`src/design/sirt_pkg.sv`:
```
`default_nettype none

package sirt_pkg;

   localparam int SIRT_WORD_BITS = 32;

   localparam int SIRT_RADIX_W = 3;
   localparam int SIRT_CHAR_W  = 7;
   localparam int SIRT_DIGIT_W = 5;
   localparam int SIRT_ADDR_W  = 3;
   localparam int SIRT_DATA_W  = 32;

   localparam logic [SIRT_RADIX_W-1:0] RADIX_MIN   = 3'd1;
   localparam logic [SIRT_RADIX_W-1:0] RADIX_MAX   = 3'd5;
   localparam logic [SIRT_RADIX_W-1:0] RADIX_RESET = 3'd1;

   localparam logic [SIRT_RADIX_W-1:0] RADIX_BITS_1 = 3'd1;
   localparam logic [SIRT_RADIX_W-1:0] RADIX_BITS_2 = 3'd2;
   localparam logic [SIRT_RADIX_W-1:0] RADIX_BITS_3 = 3'd3;
   localparam logic [SIRT_RADIX_W-1:0] RADIX_BITS_4 = 3'd4;
   localparam logic [SIRT_RADIX_W-1:0] RADIX_BITS_5 = 3'd5;

   localparam logic REG_RADIX_BITS = 1'b0;

   localparam logic STATUS_OK        = 1'b0;
   localparam logic STATUS_BAD_RADIX = 1'b1;

   localparam logic [SIRT_CHAR_W-1:0] MINUS_CHAR = 7'h2D;
   localparam logic [SIRT_CHAR_W-1:0] ERROR_CHAR = 7'h00;
   localparam logic [SIRT_CHAR_W-1:0] ZERO_CHAR  = 7'h30;
   localparam logic [SIRT_CHAR_W-1:0] ALPHA_BASE = 7'h37;

   localparam logic [SIRT_DIGIT_W-1:0] DECIMAL_LIMIT = 5'd10;

   typedef logic [SIRT_CHAR_W-1:0] char_type;

   function automatic char_type digit_char(input logic [SIRT_DIGIT_W-1:0] d);
      char_type c;
      if (d < DECIMAL_LIMIT) begin
         c = ZERO_CHAR + {2'b00, d};
      end else begin
         c = ALPHA_BASE + {2'b00, d};
      end
      return c;
   endfunction

endpackage

`default_nettype wire

```
`src/design/signed_int_to_pow2_radix_text_core.sv`:
```
`default_nettype none

// Channel  | Ports                                      | Moves
// ---------+--------------------------------------------+--------------------------------
// req      | req_valid, req_stall, req_value            | one signed integer per beat
// rsp      | rsp_valid, rsp_stall, rsp_out_char,        | one ASCII character per beat
//          | rsp_status, rsp_last                       |
// csr      | psel, penable, pwrite, paddr, pwdata,      | radix_bits at address 0
//          | prdata, pready                             |
//
// An integer passes four register stages (capture, magnitude, leading-one search, top
// digit index) and then the character emitter, which sends one character per cycle unless
// rsp_stall holds it. A run is 1 to WORD_BITS+1 characters; the emitter takes a new integer
// only after the last character of the previous run has been sent.
// Synchronous active-high reset empties every stage and sets radix_bits to 1.
// rsp_stall holds the output register and the emitter; the stages fill and then req_stall rises.

module signed_int_to_pow2_radix_text_core #(
   parameter int WORD_BITS = sirt_pkg::SIRT_WORD_BITS
) (
   input  wire                                   clock,
   input  wire                                   reset,

   input  wire                                   req_valid,
   output logic                                  req_stall,
   input  wire  signed [WORD_BITS-1:0]           req_value,

   output logic                                  rsp_valid,
   input  wire                                   rsp_stall,
   output logic [sirt_pkg::SIRT_CHAR_W-1:0]      rsp_out_char,
   output logic                                  rsp_status,
   output logic                                  rsp_last,

   input  wire                                   psel,
   input  wire                                   penable,
   input  wire                                   pwrite,
   input  wire  [sirt_pkg::SIRT_ADDR_W-1:0]      paddr,
   input  wire  [sirt_pkg::SIRT_DATA_W-1:0]      pwdata,
   output logic [sirt_pkg::SIRT_DATA_W-1:0]      prdata,
   output logic                                  pready
);

   import sirt_pkg::*;

   localparam int POS_W       = $clog2(WORD_BITS);
   localparam int SHIFT_W     = POS_W + SIRT_RADIX_W;
   localparam int RECIP_SHIFT = 11;
   localparam int PROD_W      = POS_W + RECIP_SHIFT;
   localparam logic [PROD_W-1:0] DIV3_RECIP = PROD_W'(683);
   localparam logic [PROD_W-1:0] DIV5_RECIP = PROD_W'(410);

   // configuration register
   logic [SIRT_RADIX_W-1:0] radix_ff;
   logic [SIRT_RADIX_W-1:0] radix_in;
   logic                    csr_write;
   logic                    csr_hit;

   assign pready    = 1'b1;
   assign csr_hit   = (paddr[SIRT_ADDR_W-1] == REG_RADIX_BITS);
   assign csr_write = psel && penable && pwrite && pready && csr_hit;
   assign radix_in  = csr_write ? pwdata[SIRT_RADIX_W-1:0] : radix_ff;
   assign prdata    = csr_hit ? {{(SIRT_DATA_W-SIRT_RADIX_W){1'b0}}, radix_ff}
                              : {SIRT_DATA_W{1'b0}};

   always_ff @(posedge clock) begin
      if (reset) begin
         radix_ff <= RADIX_RESET;
      end else begin
         radix_ff <= radix_in;
      end
   end

   // stage 1: capture
   logic                    s1_valid_ff;
   logic [WORD_BITS-1:0]    s1_value_ff;
   logic [SIRT_RADIX_W-1:0] s1_radix_ff;
   logic                    s1_free;

   // stage 2: magnitude
   logic                    s2_valid_ff;
   logic [WORD_BITS-1:0]    s2_mag_ff;
   logic [WORD_BITS-1:0]    s2_mag_in;
   logic                    s2_neg_ff;
   logic                    s2_err_ff;
   logic                    s2_err_in;
   logic [SIRT_RADIX_W-1:0] s2_radix_ff;
   logic                    s2_free;

   // stage 3: leading one
   logic                    s3_valid_ff;
   logic [WORD_BITS-1:0]    s3_mag_ff;
   logic                    s3_neg_ff;
   logic                    s3_err_ff;
   logic [SIRT_RADIX_W-1:0] s3_radix_ff;
   logic [POS_W-1:0]        s3_msb_ff;
   logic [POS_W-1:0]        s3_msb_in;
   logic                    s3_free;

   // stage 4: top digit index
   logic                    s4_valid_ff;
   logic [WORD_BITS-1:0]    s4_mag_ff;
   logic                    s4_neg_ff;
   logic                    s4_err_ff;
   logic [SIRT_RADIX_W-1:0] s4_radix_ff;
   logic [POS_W-1:0]        s4_top_ff;
   logic [POS_W-1:0]        s4_top_in;
   logic                    s4_free;

   // emitter
   logic                    em_busy_ff;
   logic                    em_minus_ff;
   logic                    em_err_ff;
   logic [WORD_BITS-1:0]    em_mag_ff;
   logic [SIRT_RADIX_W-1:0] em_radix_ff;
   logic [POS_W-1:0]        em_pos_ff;
   logic                    em_load;
   logic                    em_fire;
   logic                    em_done;
   logic [SHIFT_W-1:0]      em_shift;
   logic [WORD_BITS-1:0]    em_shifted;
   logic [SIRT_DIGIT_W-1:0] em_mask;
   logic [SIRT_DIGIT_W-1:0] em_digit;

   // output register
   logic                    rsp_valid_ff;
   char_type                rsp_char_ff;
   logic                    rsp_status_ff;
   logic                    rsp_last_ff;
   logic                    out_free;

   assign out_free = !rsp_valid_ff || !rsp_stall;
   assign em_fire  = em_busy_ff && out_free;
   assign em_done  = em_fire && (em_err_ff || (!em_minus_ff && em_pos_ff == '0));
   assign em_load  = !em_busy_ff && s4_valid_ff;

   assign s4_free  = !s4_valid_ff || em_load;
   assign s3_free  = !s3_valid_ff || s4_free;
   assign s2_free  = !s2_valid_ff || s3_free;
   assign s1_free  = !s1_valid_ff || s2_free;
   assign req_stall = !s1_free;

   assign s2_err_in = (s1_radix_ff < RADIX_MIN) || (s1_radix_ff > RADIX_MAX);
   assign s2_mag_in = s1_value_ff[WORD_BITS-1] ? (~s1_value_ff + WORD_BITS'(1)) : s1_value_ff;

   always_comb begin
      s3_msb_in = '0;
      for (int i = 0; i < WORD_BITS; i++) begin
         if (s2_mag_ff[i]) begin
            s3_msb_in = POS_W'(i);
         end
      end
   end

   always_comb begin
      case (s3_radix_ff)
         RADIX_BITS_1: s4_top_in = s3_msb_ff;
         RADIX_BITS_2: s4_top_in = s3_msb_ff >> 1;
         RADIX_BITS_3: s4_top_in = POS_W'((PROD_W'(s3_msb_ff) * DIV3_RECIP) >> RECIP_SHIFT);
         RADIX_BITS_4: s4_top_in = s3_msb_ff >> 2;
         RADIX_BITS_5: s4_top_in = POS_W'((PROD_W'(s3_msb_ff) * DIV5_RECIP) >> RECIP_SHIFT);
         default:      s4_top_in = '0;
      endcase
   end

   always_ff @(posedge clock) begin
      if (reset) begin
         s1_valid_ff <= 1'b0;
         s2_valid_ff <= 1'b0;
         s3_valid_ff <= 1'b0;
         s4_valid_ff <= 1'b0;
      end else begin
         if (s1_free) begin
            s1_valid_ff <= req_valid;
         end
         if (s2_free) begin
            s2_valid_ff <= s1_valid_ff;
         end
         if (s3_free) begin
            s3_valid_ff <= s2_valid_ff;
         end
         if (s4_free) begin
            s4_valid_ff <= s3_valid_ff;
         end
      end
   end

   always_ff @(posedge clock) begin
      if (s1_free) begin
         s1_value_ff <= req_value;
         s1_radix_ff <= radix_ff;
      end
      if (s2_free) begin
         s2_mag_ff   <= s2_mag_in;
         s2_neg_ff   <= s1_value_ff[WORD_BITS-1];
         s2_err_ff   <= s2_err_in;
         s2_radix_ff <= s1_radix_ff;
      end
      if (s3_free) begin
         s3_mag_ff   <= s2_mag_ff;
         s3_neg_ff   <= s2_neg_ff;
         s3_err_ff   <= s2_err_ff;
         s3_radix_ff <= s2_radix_ff;
         s3_msb_ff   <= s3_msb_in;
      end
      if (s4_free) begin
         s4_mag_ff   <= s3_mag_ff;
         s4_neg_ff   <= s3_neg_ff;
         s4_err_ff   <= s3_err_ff;
         s4_radix_ff <= s3_radix_ff;
         s4_top_ff   <= s4_top_in;
      end
   end

   assign em_shift   = SHIFT_W'(em_pos_ff) * SHIFT_W'(em_radix_ff);
   assign em_shifted = em_mag_ff >> em_shift;
   assign em_mask    = SIRT_DIGIT_W'((6'd1 << em_radix_ff) - 6'd1);
   assign em_digit   = em_shifted[SIRT_DIGIT_W-1:0] & em_mask;

   always_ff @(posedge clock) begin
      if (reset) begin
         em_busy_ff <= 1'b0;
      end else if (em_load) begin
         em_busy_ff <= 1'b1;
      end else if (em_done) begin
         em_busy_ff <= 1'b0;
      end
   end

   always_ff @(posedge clock) begin
      if (em_load) begin
         em_mag_ff   <= s4_mag_ff;
         em_radix_ff <= s4_radix_ff;
         em_err_ff   <= s4_err_ff;
         em_minus_ff <= s4_neg_ff && !s4_err_ff;
         em_pos_ff   <= s4_top_ff;
      end else if (em_fire && !em_err_ff) begin
         if (em_minus_ff) begin
            em_minus_ff <= 1'b0;
         end else if (em_pos_ff != '0) begin
            em_pos_ff <= em_pos_ff - POS_W'(1);
         end
      end
   end

   always_ff @(posedge clock) begin
      if (reset) begin
         rsp_valid_ff <= 1'b0;
      end else if (out_free) begin
         rsp_valid_ff <= em_fire;
      end
   end

   always_ff @(posedge clock) begin
      if (em_fire) begin
         if (em_err_ff) begin
            rsp_char_ff   <= ERROR_CHAR;
            rsp_status_ff <= STATUS_BAD_RADIX;
            rsp_last_ff   <= 1'b1;
         end else if (em_minus_ff) begin
            rsp_char_ff   <= MINUS_CHAR;
            rsp_status_ff <= STATUS_OK;
            rsp_last_ff   <= 1'b0;
         end else begin
            rsp_char_ff   <= digit_char(em_digit);
            rsp_status_ff <= STATUS_OK;
            rsp_last_ff   <= (em_pos_ff == '0);
         end
      end
   end

   assign rsp_valid    = rsp_valid_ff;
   assign rsp_out_char = rsp_char_ff;
   assign rsp_status   = rsp_status_ff;
   assign rsp_last     = rsp_last_ff;

endmodule

`default_nettype wire

```
`config.mk`:
```
export PLATFORM = sky130hd
export DESIGN_NAME = signed_int_to_pow2_radix_text_core
export DESIGN_NICKNAME = d
export VERILOG_FILES = /design/src/design/sirt_pkg.sv /design/src/design/signed_int_to_pow2_radix_text_core.sv
export SDC_FILE = /design/constraint.sdc
export NUM_CORES = 1
export LEC_CHECK = 0
export BUFFER_PORTS_ARGS = -buffer_cell sky130_fd_sc_hd__buf_4
export CAP_MARGIN = 30
export CORE_MARGIN = 2
export CORE_UTILIZATION = 55
export DETAILED_ROUTE_END_ITERATION = 8
export GPL_ROUTABILITY_DRIVEN = 0
export MAX_ROUTING_LAYER = met4
export PLACE_DENSITY = 0.86
export SLEW_MARGIN = 20
export SYNTH_ARGS = -nofsm -noshare
export SYNTH_HDL_FRONTEND = slang
export SYNTH_SLANG_ARGS = --single-unit
export TNS_END_PERCENT = 100
```
`constraint.sdc`:
```
create_clock -name clock -period 6.4 [get_ports clock]
set_input_delay 1.28 -clock clock [delete_from_list [all_inputs] [get_ports clock]]
set_output_delay 1.28 -clock clock [all_outputs]
set_load 0.01 [all_outputs]
```
; ---- Word-level counts from Yosys, hierarchy flattened
; Cells that the tools add are included.
[op_classes]
n_eq_ne = 6
mul = 3
n_lt_le_gt_ge = 3
addsub = 5
mux = 45
bitwise = 3
reduce_logical = 38
n_shift = 2
[op_table]
columns = cell, n
row1 = 2-to-1 mux 5 bit, 14
row2 = "adder 32 x 1 -> 32 bit, second input constant", 1
row3 = 2-to-1 mux 4 bit, 8
row4 = inverter 32 bit, 1
row5 = right shift 32 x 8 -> 5 bit, 1
row6 = 2-to-1 mux 31 bit, 1
row7 = case mux 5 bit (5 select lines), 1
row8 = 2-to-1 mux 3 bit, 7
row9 = OR reduction 16 bit, 1
row10 = "multiplier 5 x 10 -> 15 bit, second input constant", 1
row11 = "adder 6 x 5 -> 7 bit, first input constant", 2
row12 = "multiplier 5 x 8 -> 13 bit, second input constant", 1
row13 = zero test 1 bit, 11
row14 = "subtractor 5 x 1 -> 5 bit, second input constant", 2
row15 = logical AND 1 bit, 9
row16 = multiplier 5 x 3 -> 8 bit, 1
row17 = 2-to-1 mux 1 bit, 8
row18 = 2-to-1 mux 2 bit, 4
row19 = OR reduction 8 bit, 1
row20 = logical OR 1 bit, 7
row21 = 2-to-1 mux 7 bit, 1
row22 = "== test 3 x 2 -> 1 bit, second input constant", 2
row23 = "== test 3 bit, second input constant", 2
row24 = 2-to-1 mux 6 bit, 1
row25 = 14 further kinds, 17
[totals]
input_bits = 74
elab_cells = 142
regBits = 216
out_inout_bits = 44

; ---- Longest topological paths before layout
; Gate-level depths: netlist of run 1.
[depth]
depth_word = 30
mapped_depth = 18
ltp_nobuf = 15

; ---- Least setup slack after synthesis of run 1
; OpenSTA, ideal clock, no wires.
[synth_path]
kind = reg-to-reg
startpoint = register em_radix_ff[2]
endpoint = register rsp_char_ff[0] (netlist: rsp_out_char[0]) (data pin)
setup_ps = 256
path_slack_ps = 1869
arrival_ps = 4275
required_time_ps = 6144
path_stages_with_launch = 15
synth_period_minus_slack_ps = 4531
path_cell_list = edfxtp_1 > clkbuf_1 > nand2_1 > fa_1 > inv_1 > ha_1 > fa_1 > clkbuf_1 > mux4_2 > a222oi_1 > o22ai_1 > o21ai_0 > and3_1 > nor2_1 > o211a_1
[synth_between]
elab_chain_cells = 6
word_cells_on_any_way = 10
[synth_lines]
columns = element, line_no
row1 = start: declaration, signed_int_to_pow2_radix_text_core.sv:114  ; logic [SIRT_RADIX_W-1:0] em_radix_ff;
row2 = start signal: assignment, signed_int_to_pow2_radix_text_core.sv:232  ; em_radix_ff <= s4_radix_ff;
row3 = multiplier 5 x 3 -> 8 bit / << shifter 1 x 3 -> 5 bit (equally long branches), "signed_int_to_pow2_radix_text_core.sv:214, signed_int_to_pow2_radix_text_core.sv:216"
row4 = right shift 32 x 8 -> 5 bit / subtractor 5 x 1 -> 5 bit (equally long branches), "signed_int_to_pow2_radix_text_core.sv:215, signed_int_to_pow2_radix_text_core.sv:216"
row5 = AND 5 bit *, signed_int_to_pow2_radix_text_core.sv:217  ; assign em_digit = em_shifted[SIRT_DIGIT_W-1:0] & em_mask;
row6 = "adder 6 x 5 -> 7 bit, or another cell as far along", sirt_pkg.sv:42  ; c = ALPHA_BASE + {2'b00, d};
row7 = 2-to-1 mux 7 bit *, sirt_pkg.sv:39  ; if (d < DECIMAL_LIMIT) begin
row8 = 2-to-1 mux 6 bit *, signed_int_to_pow2_radix_text_core.sv:259  ; end else if (em_minus_ff) begin
row9 = end signal: assignment, signed_int_to_pow2_radix_text_core.sv:264  ; rsp_char_ff <= digit_char(em_digit);
row10 = end: declaration, signed_int_to_pow2_radix_text_core.sv:126  ; char_type rsp_char_ff;
; Mark *: on every way between the ends. The rest lies on a longest branch, timed or not.
; A chain may end at the register's enable or synchronous reset.

; ---- Final worst setup path of run 1
; Same ends and word-level chain as after synthesis.

==> metrics.yaml, run 1 <==
status:
  outcome: "finished clean"
synthesis:
  number_of_synthesized_flops_with_an_enable_pin: 207
  synth_top_family_by_area: "compound AO/OA/AOI/OAI gates"
  area_fraction_in_compound_gates_after_synthesis: 0.09283
  synth_area_per_cell_um2: 13.56
  synthMuxAreaShare: 0.05740
  postSynthRegisterBits: 216
  synth_xor_area_frac: 0.03307
  post_synth_fa_ha_maj_area_fraction: 0.07512
  ys.flop_type: "edfxtp_1"
  syn_area_um2: 10590
  yosys.cell_types.count: 71
  seq_area_frac_synth: 0.6038
  area_fraction_in_and_or_nand_and_nor_cells_after_synthesis: 0.09130
  yosysWarnings: 0
  synth_cells: 781
  yosys.area.top_type_share: 0.5867
  yosys.area.top_type: "edfxtp_1"
  leading_cell_types_by_total_area_after_synthesis: "edfxtp_1 59%, ha_1 5.4%, mux4_2 3.6%"
  synth_async_sr_flop_share: 0
clocking:
  cts_buffers: 22
  num_clock_sinks: 216
  tritoncts_clock_tree: "done"
  post_cts_hold_buffer_count: 0
  worst_setup_hold_path_clk_slew_ns: 0.06
  source_to_sink_clock_delay_at_the_later_pin_of_the_worst_skew_pair_ns: 0.52
  cts_resized: 0
  cts_setup_buffers: 0
  root_buffer: "clkbuf_16"
  htree_levels: 1
  cts_max_path_bufs: 3
min_path:
  hold-path-cell-count: 0
  hold_start: "s4_mag_ff[18]"
  hold_path_end: "em_mag_ff[18]"
  worstHoldPathType: "reg2reg"
timing:
  period_minus_slack_ns: 5.118
  max_slew.worst_pin.slew_ns: 0.8217
  clock-skew-final_ns: 0.01545
  grt_setup_unrepaired: "false"
  hold_viol: 0
  post-route-period-util: 0.7997
  fin_worst_hold_slack_ns: 0.4169
  setup_viol: 0
  relSlewSlack: 0.4516
  fmaxAchievable_ghz: 0.1954
  timing.setup.tns_ns: 0
  report.final.slew_viol_count: 0
drt:
  wire_per_inst_um: 17.19
  wirelength_met1_um: 7397
  drt-vias-per-instance: 5.659
  met2RoutedLength_um: 10010
  drc: 0
  postRouteAntennaNets: 0
  route.met3.wl_um: 1066
  first_pass_iters: 5
  top_signal_layer_used: "met4"
  detail_route.iter0.violations: 488
  dr_total_vias: 6338
  route.final.wire_length_um: 19250
pwr:
  power.density_nw_per_um2: 277.3
  vdd_drop_max_mv: 0.2675
  power.static_leakage_nw: 4.703
  power.total_w: 0.003323
worst_setup_path:
  path_class: "reg2reg"
  critPathMaxFanout: 14
  worst_r2r_endpoint: "rsp_out_char[0]"
  slowest_delay_ns: 0.88
  worst_reg2reg_path_startpoint: "em_radix_ff[2]"
  critPathArrivalTime_ns: 5.38
  r2r_cells: 12
  end_kind: "flop"
  timing.critical_path.slowest_stage_cell: "fa_1"
  cp_cell_sequence: "nand2_1 > fa_1 > inv_1 > ha_1 > fa_1 > mux4_2 > a222oi_1 > o22ai_1 > o21ai_0 > and3_1 > nor2_1 > o211a_1"
  crit_path_frequent_cell: "fa_1"
  worst-path-buf-inv: 1
  sort_of_element_at_the_start_of_the_critical_path: "flop"
  worstPathRequired_ns: 6.66
  regToRegSetupSlack_ns: 1.28
  top_family_by_delay_on_critical_path: "adder cells"
place:
  portBuffers: 56
  dpl-instance-area_um2: 11190
  dp.final_hpwl_um: 12480
cells_and_area:
  stdcell_area_um2: 11980
  layout_net_count: 977
  area.sequential_um2: 6396
  layout-drive-gt1-share: 0.1616
  most_common_library_cell_in_the_layout_ignoring_fill_and_taps: "edfxtp_1"
  commonest_cells_after_routing_fill_and_taps_aside: "207 x edfxtp_1, 62 x buf_4, 49 x nand2_1, 49 x nor2_1, 47 x inv_1"
  antenna-diode-count: 0
  fill_cells: 1289
  multi_input_area_um2: 3822
  final_core_density: 0.6363
  area_growth_pct: 13.11
global_route:
  grt_util_all_layers: 0.1975
  antenna_violations_before_repair: 0
  overflow: 0
  first_global_vias: 6488
  largest_net_degree_at_the_start_of_global_routing: 43
  grt_pass1_wl_um: 31120
floorplan:
  dieArea_um2: 20390
  die_y_um: 142.8
  fp.coreArea_um2: 18830
  number_of_rows_in_the_core_area: 50
  start_util: 0.5626
  floorplan.die.width_um: 142.8
  io-pin-count: 118
job:
  drv_cap: 0
-- per-stage QoR --
step                setup WS (ns)  std cells
global placement            1.497       1081
detailed placement          1.428       1081
floorplan                   1.869        809
global route                1.104       1120
finish                      1.282       1120
CTS                         1.328       1119
-- state kept, by name (all words and copies together), names as in the netlist, 3 cells and up --
register / flops
em_mag_ff: 32
em_radix_ff: 3
s1_value_ff: 32
em_pos_ff: 5
s4_top_ff: 5
s3_mag_ff: 32
s3_msb_ff: 5
s2_mag_ff: 32
s2_radix_ff: 3
s1_radix_ff: 3
s4_radix_ff: 3
s3_radix_ff: 3
s4_mag_ff: 32
radix_ff: 3
rsp_out_char: 7
-- worst register-to-register path, delay by kind of cell (launching register included) --
kind,cells,cell delay (ns)
AO/OA/AOI/OAI,4,1.36
adder cells (fa/ha/maj),3,1.65
flip-flops,1,0.65
buffers and inverters,1,0.05
AND/OR/NAND/NOR,3,0.55
multiplexers,1,0.60
-- report_power, final --
group	leakage (nW)	switching (W)	internal, W
clock network	0.367	0.000530	0.000802
logic	2.14	0.000147	0.000131
registers	2.19	0.0000611	0.00165
total	4.70	0.000737	0.00259
-- worst max path at each step --
stage          cells past startpoint           start  slack (ns)              end
2_1_floorplan                     14  em_radix_ff[2]        1.87  rsp_out_char[0]
3_3_place_gp                      12  em_radix_ff[2]        1.50  rsp_out_char[0]
3_5_place_dp                      12  em_radix_ff[2]        1.43  rsp_out_char[0]
4_1_cts                           12  em_radix_ff[2]        1.33  rsp_out_char[0]
5_1_grt                           12  em_radix_ff[2]        1.10  rsp_out_char[0]
6_report                          12  em_radix_ff[2]        1.28  rsp_out_char[0]
-- routing by layer --
metal | vias to the layer above | global-route usage
met4 | 0 | 0.08598
met2 | 274 | 0.3434
met1 | 2975 | 0.2290
li1 | 3023 | -
met5 | - | -
met3 | 66 | 0.02985
-- layout make-up --
class | instances | share of cell area
clock buffers | 23 | 0.04626
repair buffers | 63 | 0.04010
well taps | 260 | 0.02715
multi-input cells | 495 | 0.3190
flip-flops and latches | 216 | 0.5338
inverters | 48 | 0.01504
clock inverters | 15 | 0.01869
-- synthesized netlist by cell type, drive strengths merged, types with 9 or more instances --
cell type / n
clkbuf: 14
nor2: 49
mux2i: 18
o21ai: 30
inv: 47
nand2: 49
fa: 11
mux4: 17
dfxtp: 9
a21oi: 28
o31ai: 13
edfxtp: 207
xnor2: 37
and2: 9
buf: 36
nor3: 13
ha: 46
-- cells by family (layout without fill, tap and decap cells) --
family | count (synthesis) | in the layout
buf+inv | 98 | 149
xor+xnor | 40 | 40
simple gates | 187 | 187
fa+ha+maj | 57 | 57
flops | 216 | 216
compound gates | 142 | 142
other cells | 2 | 30
mux | 39 | 39
No activity file was read; power rests on OpenSTA's default activity.
==> run 2: changes to the inputs <==
CORE_UTILIZATION = 53   (was 55)
clock period = 4.55 ns   (was 6.4 ns; I/O delays follow)
==> metrics.yaml, run 2 (synthesis results as in run 1) <==
worst_setup_path:
  sort_of_element_at_the_start_of_the_critical_path: "flop"  # unchanged
  cp_cell_sequence: "nand2_1 > fa_1 > inv_1 > ha_1 > fa_2 > buf_4 > nor2_1 > a32o_1 > nor4b_1 > a22o_1 > inv_1 > and3_1 > or4_1 > o211a_1"  # was nand2_1 > fa_1 > inv_1 > ha_1 > fa_1 > mux4_2 > a222oi_1 > o22ai_1 > o21ai_0 > and3_1 > nor2_1 > o211a_1
  timing.critical_path.slowest_stage_cell: "fa_2"  # was fa_1
  worstPathRequired_ns: 4.80  # was 6.66 ns
  slowest_delay_ns: 0.72  # was 0.88 ns
  r2r_cells: 14  # was 12
  top_family_by_delay_on_critical_path: "adder cells"  # unchanged
  end_kind: "flop"  # unchanged
  path_class: "reg2reg"  # unchanged
  crit_cells: 14  # was 12
  crit_path_frequent_cell: "inv_1"  # was fa_1
  worst-path-buf-inv: 3  # was 1
  critPathArrivalTime_ns: 4.54  # was 5.38 ns
  critPathMaxFanout: 15  # was 14
floorplan:
  fp.coreArea_um2: 19530  # was 18830 um2
  die_y_um: 145.4  # was 142.8 um
  floorplan.die.width_um: 145.4  # was 142.8 um
  io-pin-count: 118  # unchanged
  dieArea_um2: 21140  # was 20390 um2
  start_util: 0.5425  # was 0.5626
  number_of_rows_in_the_core_area: 51  # was 50
cells_and_area:
  commonest_cells_after_routing_fill_and_taps_aside: "207 x edfxtp_1, 73 x buf_4, 49 x nand2_1, 49 x nor2_1, 47 x inv_1"  # was 207 x edfxtp_1, 62 x buf_4, 49 x nand2_1, 49 x nor2_1, 47 x inv_1
  layout_net_count: 988  # was 977
  layout-drive-gt1-share: 0.1651  # was 0.1616
  antenna-diode-count: 0  # unchanged
  area_growth_pct: 12.91  # was 13.11%
  most_common_library_cell_in_the_layout_ignoring_fill_and_taps: "edfxtp_1"  # unchanged
  fill_cells: 1393  # was 1289
  final_core_density: 0.6126  # was 0.6363
global_route:
  grt_util_all_layers: 0.1810  # was 0.1975
  grt_pass1_wl_um: 30620  # was 31120 um
  largest_net_degree_at_the_start_of_global_routing: 43  # unchanged
  overflow: 0  # unchanged
  first_global_vias: 6320  # was 6488
  antenna_violations_before_repair: 0  # unchanged
min_path:
  hold-path-cell-count: 0  # unchanged
  worstHoldPathType: "reg2reg"  # unchanged
timing:
  grt_setup_unrepaired: "false"  # unchanged
  post-route-period-util: 0.9435  # was 0.7997
  max_slew.worst_pin.slew_ns: 0.6076  # was 0.8217 ns
  report.final.slew_viol_count: 0  # unchanged
  period_minus_slack_ns: 4.293  # was 5.118 ns
  relSlewSlack: 0.5920  # was 0.4516
  fmaxAchievable_ghz: 0.2330  # was 0.1954 GHz
  setup_viol: 0  # unchanged
  fin_ws_ns: 0.2573  # was 1.282 ns
  fin_worst_hold_slack_ns: 0.4178  # was 0.4169 ns
  clock-skew-final_ns: 0.007903  # was 0.01545 ns
  hold_viol: 0  # unchanged
  timing.setup.tns_ns: 0  # unchanged
place:
  dp.final_hpwl_um: 12930  # was 12480 um
  pre_cts_worst_setup_slack_ns: 0.1115  # was 1.428 ns
  portBuffers: 56  # unchanged
drt:
  route.final.wire_length_um: 18360  # was 19250 um
  wire_per_inst_um: 16.14  # was 17.19 um
  postRouteAntennaNets: 0  # unchanged
  detail_route.iter0.violations: 517  # was 488
  drt-vias-per-instance: 5.616  # was 5.659
  dr_total_vias: 6385  # was 6338
  drc: 0  # unchanged
  first_pass_iters: 5  # unchanged
clocking:
  source_to_sink_clock_delay_at_the_later_pin_of_the_worst_skew_pair_ns: 0.50  # was 0.52 ns
  worst_setup_hold_path_clk_slew_ns: 0.06  # about the same
  htree_levels: 1  # unchanged
  cts_buffers: 21  # was 22
  root_buffer: "clkbuf_16"  # unchanged
  cts_max_path_bufs: 3  # unchanged
  tritoncts_clock_tree: "done"  # unchanged
  num_clock_sinks: 216  # unchanged
job:
  drv_cap: 0  # unchanged
pwr:
  power.density_nw_per_um2: 370.5  # was 277.3 nW/um2
  power.static_leakage_nw: 4.706  # was 4.703 nW
  power.total_w: 0.004431  # was 0.003323 W
  vdd_drop_max_mv: 0.3504  # was 0.2675 mV
status:
  outcome: "finished clean"  # unchanged
-- run 2: changes by cell type in the layout (fill, tap and decap cells not counted), moves of 2 or more --
cell	change
bufinv_16	-3
clkinv_4	-2
clkbuf_1	+7
clkinvlp_4	-2
buf_4	+11
clkbuf_8	+2
-- run 2: final timing paths --
| path | endpoint | startpoint | slack [ns] |
|---|---|---|---|
| setup reg to reg | rsp_out_char[0] | em_pos_ff[2] | 0.26 |
| setup / recovery | rsp_out_char[0] | em_pos_ff[2] | 0.26 |
| hold reg to reg | s4_mag_ff[9] | s3_mag_ff[9] | 0.42 |
| hold / removal | s4_mag_ff[9] | s3_mag_ff[9] | 0.42 |
-- run 2: report_power, final --
group          switching, W  internal, W  total (W)  leakage, nW
Combinational      0.000207     0.000189   0.000395         2.20
Clock              0.000683     0.000945    0.00163        0.310
Sequential        0.0000835      0.00232    0.00241         2.19
Total              0.000973      0.00346    0.00443         4.71
-- run 2: repair_timing --
action	in CTS	in global routing
gates resized for setup	0	1
endpoints found under the setup margin	0	4
hold buffers	0	0
buffers inserted	0	0
-- run 2: area by class of cell --
cell class              count  area (um2)  share of cell area
flip-flops and latches    216        6396              0.5347
multi-input cells         495        3825              0.3198
clock buffers              31       583.1             0.04874
repair buffers             75       583.1             0.04874
well taps                 265       331.6             0.02772
inverters                  48       180.2             0.01506
clock inverters             7       62.56            0.005230
-- run 2: metrics by stage --
| step | cell area, um2 | instances |
|---|---|---|
| after detailed placement | 11280 | 1097 |
| after global routing | 11960 | 1137 |
| after global placement | 11280 | 1097 |
| after floorplan | 10700 | 809 |
| final | 11960 | 1137 |
| after CTS | 11920 | 1135 |
-- run 2: per-layer routing --
metal  global-route usage  wire length [um]
met1               0.2179              7334
met2               0.3130              9517
met3              0.02727               961
met4              0.06373               542
met5                    -                 0
==> run 3: changes to the inputs <==
CELL_PAD_IN_SITES_DETAIL_PLACEMENT = 0   (was unset)
CELL_PAD_IN_SITES_GLOBAL_PLACEMENT = 1   (was unset)
CORE_UTILIZATION = 45   (was 53)
CTS_BUF_LIST = sky130_fd_sc_hd__clkbuf_4   (was unset)
PLACE_DENSITY = 0.88   (was 0.86)
==> metrics.yaml, run 3 (synthesis results as in run 1) <==
clocking:
  num_clock_sinks: 216  # unchanged
  post_cts_hold_buffer_count: 0  # unchanged
  cts_setup_buffers: 0  # unchanged
  source_to_sink_clock_delay_at_the_later_pin_of_the_worst_skew_pair_ns: 0.62  # was 0.50 ns
  root_buffer: "clkbuf_4"  # was clkbuf_16
  htree_levels: 2  # was 1
  cts_max_path_bufs: 3  # unchanged
  tritoncts_clock_tree: "done"  # unchanged
  worst_setup_hold_path_clk_slew_ns: 0.07  # was 0.06 ns
  cts_resized: 0  # unchanged
  cts_buffers: 53  # was 21
drt:
  detail_route.iter0.violations: 309  # was 517
  postRouteAntennaNets: 0  # unchanged
  route.final.wire_length_um: 15960  # was 18360 um
  drt-vias-per-instance: 4.908  # was 5.616
  dr_total_vias: 6115  # was 6385
  wire_per_inst_um: 12.81  # was 16.14 um
  drc: 0  # unchanged
  first_pass_iters: 4  # was 5
floorplan:
  floorplan.die.width_um: 157.4  # was 145.4 um
  io-pin-count: 118  # unchanged
  number_of_rows_in_the_core_area: 56  # was 51
  start_util: 0.4554  # was 0.5425
  fp.coreArea_um2: 23260  # was 19530 um2
  die_y_um: 157.4  # was 145.4 um
  dieArea_um2: 24790  # was 21140 um2
timing:
  clock-skew-final_ns: 0.02967  # was 0.007903 ns
  timing.setup.tns_ns: 0  # unchanged
  post-route-period-util: 0.9429  # was 0.9435
  setup_viol: 0  # unchanged
  report.final.slew_viol_count: 0  # unchanged
  max_slew.worst_pin.slew_ns: 0.6207  # was 0.6076 ns
  fmaxAchievable_ghz: 0.2331  # was 0.2330 GHz
  hold_viol: 0  # unchanged
  relSlewSlack: 0.5832  # was 0.5920
  grt_setup_unrepaired: "false"  # unchanged
  period_minus_slack_ns: 4.290  # was 4.293 ns
  fin_worst_hold_slack_ns: 0.4099  # was 0.4178 ns
worst_setup_path:
  end_kind: "flop"  # unchanged
  critPathMaxFanout: 8  # was 15
  path_class: "reg2reg"  # unchanged
  worstPathRequired_ns: 4.91  # was 4.80 ns
  critPathArrivalTime_ns: 4.65  # was 4.54 ns
  sort_of_element_at_the_start_of_the_critical_path: "flop"  # unchanged
min_path:
  worstHoldPathType: "reg2reg"  # unchanged
global_route:
  grt_util_all_layers: 0.1394  # was 0.1810
  grt_pass1_wl_um: 27270  # was 30620 um
  largest_net_degree_at_the_start_of_global_routing: 43  # unchanged
  overflow: 0  # unchanged
  first_global_vias: 6020  # was 6320
  antenna_violations_before_repair: 1  # was 0
cells_and_area:
  layout_net_count: 1018  # was 988
  commonest_cells_after_routing_fill_and_taps_aside: "207 x edfxtp_1, 72 x buf_4, 68 x clkbuf_4"  # was 207 x edfxtp_1, 73 x buf_4, 49 x nand2_1, 49 x nor2_1, 47 x inv_1
  area_growth_pct: 13.40  # was 12.91%
  layout-drive-gt1-share: 0.2084  # was 0.1651
  most_common_library_cell_in_the_layout_ignoring_fill_and_taps: "edfxtp_1"  # unchanged
job:
  drv_cap: 0  # unchanged
place:
  portBuffers: 56  # unchanged
  dp.final_hpwl_um: 11530  # was 12930 um
pwr:
  power.density_nw_per_um2: 353.7  # was 370.5 nW/um2
  power.static_leakage_nw: 4.778  # was 4.706 nW
  vdd_drop_max_mv: 0.2906  # was 0.3504 mV
status:
  outcome: "finished clean"  # unchanged
-- run 3: power by group --
group          switching, W  internal (W)  total (W)
Clock              0.000708      0.000765    0.00147
Combinational      0.000193      0.000186   0.000379
Sequential        0.0000742       0.00232    0.00240
Total              0.000975       0.00327    0.00425
-- run 3: worst paths after layout --
check | startpoint | end | slack (ns) | cells after the start
max | em_pos_ff[2] | rsp_out_char[0] | 0.26 | 14
min | s4_mag_ff[21] | em_mag_ff[21] | 0.41 | 0
max reg2reg | em_pos_ff[2] | rsp_out_char[0] | 0.26 | 14
min reg2reg | s4_mag_ff[21] | em_mag_ff[21] | 0.41 | 0
-- run 3: layout make-up --
class | instances | area (um2)
diodes | 1 | 2.502
clock buffers | 68 | 510.5
clock inverters | 26 | 135.1
fillers | 2021 | 11250
inverters | 48 | 180.2
multi-input cells | 495 | 3822
flip-flops and latches | 216 | 6396
well taps | 319 | 399.1
repair buffers | 73 | 568.0
-- run 3: metrics by stage --
step	utilization	area (um2)	worst slack [ns]	std cells	power (W)
after detailed placement	0.4874	11340	0.2736	1150	0.002816
final	0.5165	12010	0.2598	1246	0.004250
after global placement	0.4874	11340	0.3139	1150	0.002802
after global routing	0.5165	12010	0.001116	1246	0.004485
after CTS	0.5152	11980	0.2441	1244	0.004307
after floorplan	-	10700	0.01901	809	0.002715
-- run 3: metal layers --
metal | share of wire | vias to the layer above | track usage
li1 | - | 3140 | -
met1 | 0.43 | 2811 | 0.1687
met2 | 0.51 | 131 | 0.2271
met3 | 0.041 | 33 | 0.02726
met4 | 0.025 | 0 | 0.06407
met5 | 0 | - | -
-- run 3: worst max-delay path: stages, from the launching register on --
cell and delay [ns]:
edfxtp_1 0.47, nand2_1 0.10, fa_1 0.50, inv_1 0.04, ha_1 0.21, fa_1 0.49, buf_4 0.19, mux4_2 0.54
a222oi_1 0.39, o22ai_1 0.16, o21ai_0 0.28, buf_4 0.19, and3_1 0.21, nor2_1 0.07, o211a_1 0.22
